==> src/rtl/mrdam_pkg.sv <==
// Package for the multichannel rate-divided audio mixer.
// Holds field widths, event and register codes, the channel record layout and divider types.
// No dependencies.
package mrdam_pkg;

	localparam int MAX_CHANNELS_DEF = 8;
	localparam int SAMPLE_BITS      = 8;

	localparam int OP_W      = 4;
	localparam int CH_W      = 3;
	localparam int VOL_W     = 8;
	localparam int FREQ_W    = 16;
	localparam int RATE_W    = 32;
	localparam int STATE_W   = 2;
	localparam int AUTO_W    = 4;
	localparam int CFG_W     = 4;
	localparam int CFG_IDX_W = 1;

	localparam logic [OP_W-1:0] OP_TICK      = 4'd0;
	localparam logic [OP_W-1:0] OP_PLAY      = 4'd1;
	localparam logic [OP_W-1:0] OP_STOP      = 4'd2;
	localparam logic [OP_W-1:0] OP_PAUSE     = 4'd3;
	localparam logic [OP_W-1:0] OP_RESUME    = 4'd4;
	localparam logic [OP_W-1:0] OP_VOLUME    = 4'd5;
	localparam logic [OP_W-1:0] OP_SAMPLE    = 4'd6;
	localparam logic [OP_W-1:0] OP_FREQ      = 4'd7;
	localparam logic [OP_W-1:0] OP_END       = 4'd8;
	localparam logic [OP_W-1:0] OP_PLAY_AUTO = 4'd9;

	localparam logic [STATE_W-1:0] CH_STOPPED = 2'd0;
	localparam logic [STATE_W-1:0] CH_PLAYING = 2'd1;
	localparam logic [STATE_W-1:0] CH_PAUSED  = 2'd2;

	localparam logic [CFG_IDX_W-1:0] CFG_CHANNEL_COUNT = 1'b0;
	localparam logic [CFG_IDX_W-1:0] CFG_FIRST_AUTO    = 1'b1;

	localparam logic [CFG_W-1:0]       COUNT_RESET = 4'd8;
	localparam logic [SAMPLE_BITS-1:0] FULL_SCALE  = 8'd255;
	localparam logic [RATE_W-1:0]      RATE_MAX    = 32'hFFFF_FFFF;

	typedef struct packed {
		logic [VOL_W-1:0]       vol;
		logic [SAMPLE_BITS-1:0] held;
		logic [SAMPLE_BITS-1:0] pval;
		logic [FREQ_W-1:0]      freq;
		logic [RATE_W-1:0]      div;
	} chrec_t;

	localparam chrec_t REC_RESET = '{vol: 8'd255, held: 8'd0, pval: 8'd0, freq: 16'd0,
		div: 32'd1};

	typedef struct packed {
		logic        start;
		logic [31:0] dividend;
		logic [31:0] divisor;
	} div_req_t;

	typedef struct packed {
		logic        done;
		logic [31:0] quot;
		logic [31:0] rem;
	} div_rsp_t;

	function automatic logic [31:0] eff_freq(input logic [FREQ_W-1:0] f);
		return (f == '0) ? 32'd1 : {16'd0, f};
	endfunction

	function automatic logic [7:0] eff_count(input logic [CFG_W-1:0] c, input logic [7:0] maxc);
		logic [7:0] c8;
		c8 = {4'd0, c};
		if (c8 == 8'd0)
			c8 = 8'd1;
		if (c8 > maxc)
			c8 = maxc;
		return c8;
	endfunction

endpackage

==> src/rtl/mrdam_div.sv <==
// Iterative 32/32 unsigned divider, one quotient bit per cycle.
// Uses mrdam_pkg for request and response types.
module mrdam_div (
	input  logic                clk,
	input  logic                arst_n,
	input  mrdam_pkg::div_req_t req,
	output mrdam_pkg::div_rsp_t rsp
);
	import mrdam_pkg::*;

	logic [31:0] rem_q;
	logic [31:0] quo_q;
	logic [31:0] dvs_q;
	logic [4:0]  cnt_q;
	logic        busy_q;
	logic        done_q;
	logic [32:0] shifted;
	logic        fits;

	always_comb begin
		shifted = {rem_q, quo_q[31]};
		fits    = shifted >= {1'b0, dvs_q};
	end

	always_ff @(posedge clk or negedge arst_n) begin
		if (!arst_n) begin
			rem_q  <= '0;
			quo_q  <= '0;
			dvs_q  <= '0;
			cnt_q  <= '0;
			busy_q <= 1'b0;
			done_q <= 1'b0;
		end else begin
			done_q <= 1'b0;
			if (req.start) begin
				rem_q  <= '0;
				quo_q  <= req.dividend;
				dvs_q  <= req.divisor;
				cnt_q  <= '0;
				busy_q <= 1'b1;
			end else if (busy_q) begin
				rem_q <= fits ? 32'(shifted - {1'b0, dvs_q}) : shifted[31:0];
				quo_q <= {quo_q[30:0], fits};
				cnt_q <= cnt_q + 5'd1;
				if (cnt_q == 5'd31) begin
					busy_q <= 1'b0;
					done_q <= 1'b1;
				end
			end
		end
	end

	assign rsp = '{done: done_q, quot: quo_q, rem: rem_q};

endmodule

==> config.mk <==
export PLATFORM = sky130hd
export DESIGN_NAME = mrdam_div
export DESIGN_NICKNAME = d
export VERILOG_FILES = /design/src/rtl/mrdam_pkg.sv /design/src/rtl/mrdam_div.sv
export SDC_FILE = /design/constraint.sdc
export NUM_CORES = 1
export LEC_CHECK = 0
export BUFFER_PORTS_ARGS = -buffer_cell sky130_fd_sc_hd__clkbuf_2
export CORE_MARGIN = 3
export CORE_UTILIZATION = 40
export CTS_CLUSTER_DIAMETER = 100
export CTS_CLUSTER_SIZE = 12
export DETAILED_ROUTE_END_ITERATION = 8
export PLACE_DENSITY_LB_ADDON = 0.08
export SLEW_MARGIN = 30
export SYNTH_ARGS = -nofsm -noshare
export SYNTH_HDL_FRONTEND = slang
export SYNTH_SLANG_ARGS = --single-unit
==> constraint.sdc <==
create_clock -name clk -period 4.3 [get_ports clk]
set_input_delay 0 -clock clk [delete_from_list [all_inputs] [get_ports clk]]
set_output_delay 0 -clock clk [all_outputs]
set_load 0.02 [all_outputs]
==> impl_metrics.py <==
metrics = {
    "hold_path": {
        "hold_path.startpoint": "req[64]",
        "hold_path.class": "in2reg",
        "min_to": "cnt_q[0]",
        "min_path_cells": 2,
    },
    "sta": {
        "rsz0062_at_grt": "no",
        "hold_violations": 0,
        "finalSetupViolCount": 0,
        "fin_crit_sh": 0.7182,
        "max_freq_mhz": 323.8,
        "clock_skew_ps": 8.093,
        "finalMaxSlewViolations": 0,
        "slew-limit-headroom": 0.4775,
        "hold_slack_ps": 177.7,
        "worst_pin_slew_ps": 783.7,
        "min_period_ps": 3088,
        "finalSetupTns_ps": 0,
    },
    "clocking": {
        "clk_latency_ps": 350,
        "clockBufferDepth": 2,
        "cts_tree": "yes",
        "clkSinkCount": 103,
        "cts_made_buffers": 9,
        "root_buffer": "clkbuf_16",
        "cts_setup_buffers": 0,
        "clk_pin_slew_worst_paths_ps": 70,
        "h-tree-depth": 3,
    },
    "power": {
        "pwr-share-clk": 0.356,
        "switchingPower_uw": 668.7,
        "ir_drop_mv": 0.1917,
        "p_seq_frac": 0.454,
        "swShare": 0.2864,
        "powerDensity_nw_per_um2": 285.7,
        "p_leak_uw": 0.004389,
        "p_int_uw": 1666,
        "power_frac_comb": 0.191,
    },
    "worst_setup_path": {
        "critPathMaxStageDelay_ps": 440,
        "critPathCaptureType": "flop",
        "crit_path_start_kind": "flop",
        "reg2reg_from": "rem_q[15]",
        "r2r_cells": 10,
        "cp_max_fo": 35,
        "crit_required_ps": 4540,
        "critical_path_class": "reg2reg",
        "slowest_stage": "buf_4",
        "worst-r2r-setup-slack_ps": 1210,
        "timing.rr.end": "rem_q[10]",
        "crit_chain": "ha_1, a21oi_1, o211ai_1, nor2_1, a21o_1, nand2_4, o31ai_4, buf_4, nand2_1, o211a_1",
        "crit_arrival_ps": 3330,
    },
    "place": {
        "portBuffers": 131,
        "place_congestion": 0.8660,
        "dp_hpwl_um": 11760,
    },
    "route": {
        "wl_per_cell_um": 15.21,
        "viasPerCell": 5.165,
        "via_count": 5713,
        "finalWirelength_um": 16820,
        "antenna_left": 0,
        "first_pass_iters": 4,
        "first_iter_violations": 362,
        "route.detailed.drc": 0,
    },
    "floorplan": {
        "dieHeight_um": 133.6,
        "core_region_area_um2": 15940,
        "fp.dieW_um": 133.6,
        "die-area_um2": 17860,
        "fp-row-count": 46,
        "start_util": 0.4088,
        "ios": 132,
    },
    "logic_synthesis": {
        "ys_seq_area_frac": 0.3955,
        "yosysWarningCount": 0,
        "synth_seq_cells": 103,
        "syn_area_per_cell_um2": 9.040,
        "synthesis.nets": 823,
        "synth_edf_count": 0,
        "netlist_instances": 721,
        "ys_types": 69,
        "synthArstFlopShare": 1.000,
        "synth_area_um2": 6518,
        "synth_flop_cell": "dfrtp_1",
    },
    "global_route": {
        "grt_first_pass_wirelength_um": 27850,
        "grt_start_max_net_pins": 89,
        "antenna_found_initial": 0,
        "grt_pass1_vias": 5443,
        "grt_overflow_total": 0,
        "grt_usage": 0.1898,
    },
    "cells_and_area": {
        "num-fill-cells": 1562,
        "antenna_cells": 0,
        "fin_util": 0.5125,
        "area_growth_pct": 25.36,
        "drive_gt1_frac": 0.1921,
        "fin_nets": 988,
    },
    "run_status": {
        "status": "finished, final reports clean",
    },
    "job": {
        "drv_cap": 0,
    },
}
cell type report:
type                            instances  area, µm²  area share
Sequential cell                       103       2581      0.3159
Multi-Input combinational cell        534       3530      0.4320
Clock inverter                          6      68.82    0.008423
Tap cell                              216      270.3     0.03308
Timing Repair Buffer                  201       1356      0.1660
Clock buffer                            9      225.2     0.02757
Inverter                               37      138.9     0.01700
how the worst max path moves through the flow:
stage | start | to | cells after the start
6_report | rem_q[15] | rem_q[10] | 10
3_3_place_gp | rem_q[15] | rem_q[7] | 10
2_1_floorplan | quo_q[31] | rem_q[20] | 11
3_5_place_dp | rem_q[5] | rem_q[10] | 10
4_1_cts | rem_q[15] | rem_q[10] | 10
5_1_grt | rem_q[5] | rem_q[10] | 10
power by group through the flow:
stage               combinational (µW)  sequential (µW)  clock [µW]
floorplan                          231             1110           0
global placement                   394             1080           0
detailed placement                 399             1080           0
CTS                                449             1060         868
global route                       499             1070         906
finish                             445             1060         830
cells in the final DEF (no fill, tap or decap), types with 9 or more instances in the layout:
master / synthesis / routed
clkbuf_2: 2 / 129
dfrtp_1: 103 / 102
nand2_1: 95 / 95
o21ai_0: 79 / 79
dlygate4sd3_1: 1 / 65
nor2_1: 57 / 57
mux2i_1: 51 / 51
inv_1: 37 / 37
ha_1: 34 / 34
a21oi_1: 24 / 24
a211oi_1: 20 / 20
xnor2_1: 17 / 17
xor2_1: 13 / 13
a21o_1: 13 / 13
clkbuf_16: 0 / 9
flip-flops by register name (all words and copies together), names as in the netlist:
register  flops
dvs_q        32
quo_q        32
rem_q        32
cnt_q         5
busy_q        1
done_q        1
worst max-delay path, delay by kind of cell, from the launching register on:
| kind | cells | cell delay [ps] |
|---|---|---|
| and+or+nand+nor | 3 | 500 |
| AOI/OAI and AO/OA | 5 | 1220 |
| DFF | 1 | 410 |
| buffers and inverters | 1 | 440 |
| adders and majority gates | 1 | 400 |
stage by stage:
| step | instances | total power (µW) | area, µm² | worst slack, ps |
|---|---|---|---|---|
| after floorplan | 721 | 1339 | 6518 | 1562 |
| after global placement | 1026 | 1470 | 7218 | 1247 |
| after detailed placement | 1026 | 1477 | 7222 | 1237 |
| after CTS | 1106 | 2376 | 8167 | 1198 |
| after global routing | 1106 | 2472 | 8170 | 999.4 |
| final | 1106 | 2335 | 8170 | 1212 |
timing repair:
item | 4_1_cts | 5_1_grt
endpoints found under the hold margin | 135 | 0
resized for setup | 0 | 0
hold buffers | 65 | 0
synth_stat cells, drive strengths merged, types with 8 or more instances:
cell / count / area [µm²]
and3: 9 / 57.56
dfrtp: 103 / 2577
nor2: 57 / 214.0
o21ai: 81 / 405.4
buf: 16 / 126.4
nand4: 8 / 50.05
a31oi: 8 / 50.05
xnor2: 17 / 148.9
xor2: 13 / 113.9
or3: 9 / 58.80
ha: 34 / 425.4
a211oi: 20 / 150.1
a21o: 14 / 106.4
clkbuf: 30 / 135.1
nand2: 97 / 379.1
a21oi: 25 / 128.9
mux2i: 51 / 510.5
nand3: 8 / 40.04
inv: 37 / 138.9
kinds of logic after synthesis:
family	count (synthesis)	share of synthesized area
buffers and inverters	84	0.06297
XOR/XNOR	30	0.04031
AO/OA/AOI/OAI	199	0.2002
AND/OR/NAND/NOR	218	0.1526
flip-flops	103	0.3955
adder cells (fa/ha/maj)	35	0.06834
multiplexers	52	0.08005
layer usage:
metal,part of all wire,GRT usage
met5,0,0
met4,0.014,0.06457
met3,0.037,0.02644
met2,0.45,0.2903
met1,0.50,0.2768
No activity file was read; power rests on OpenSTA's default activity.
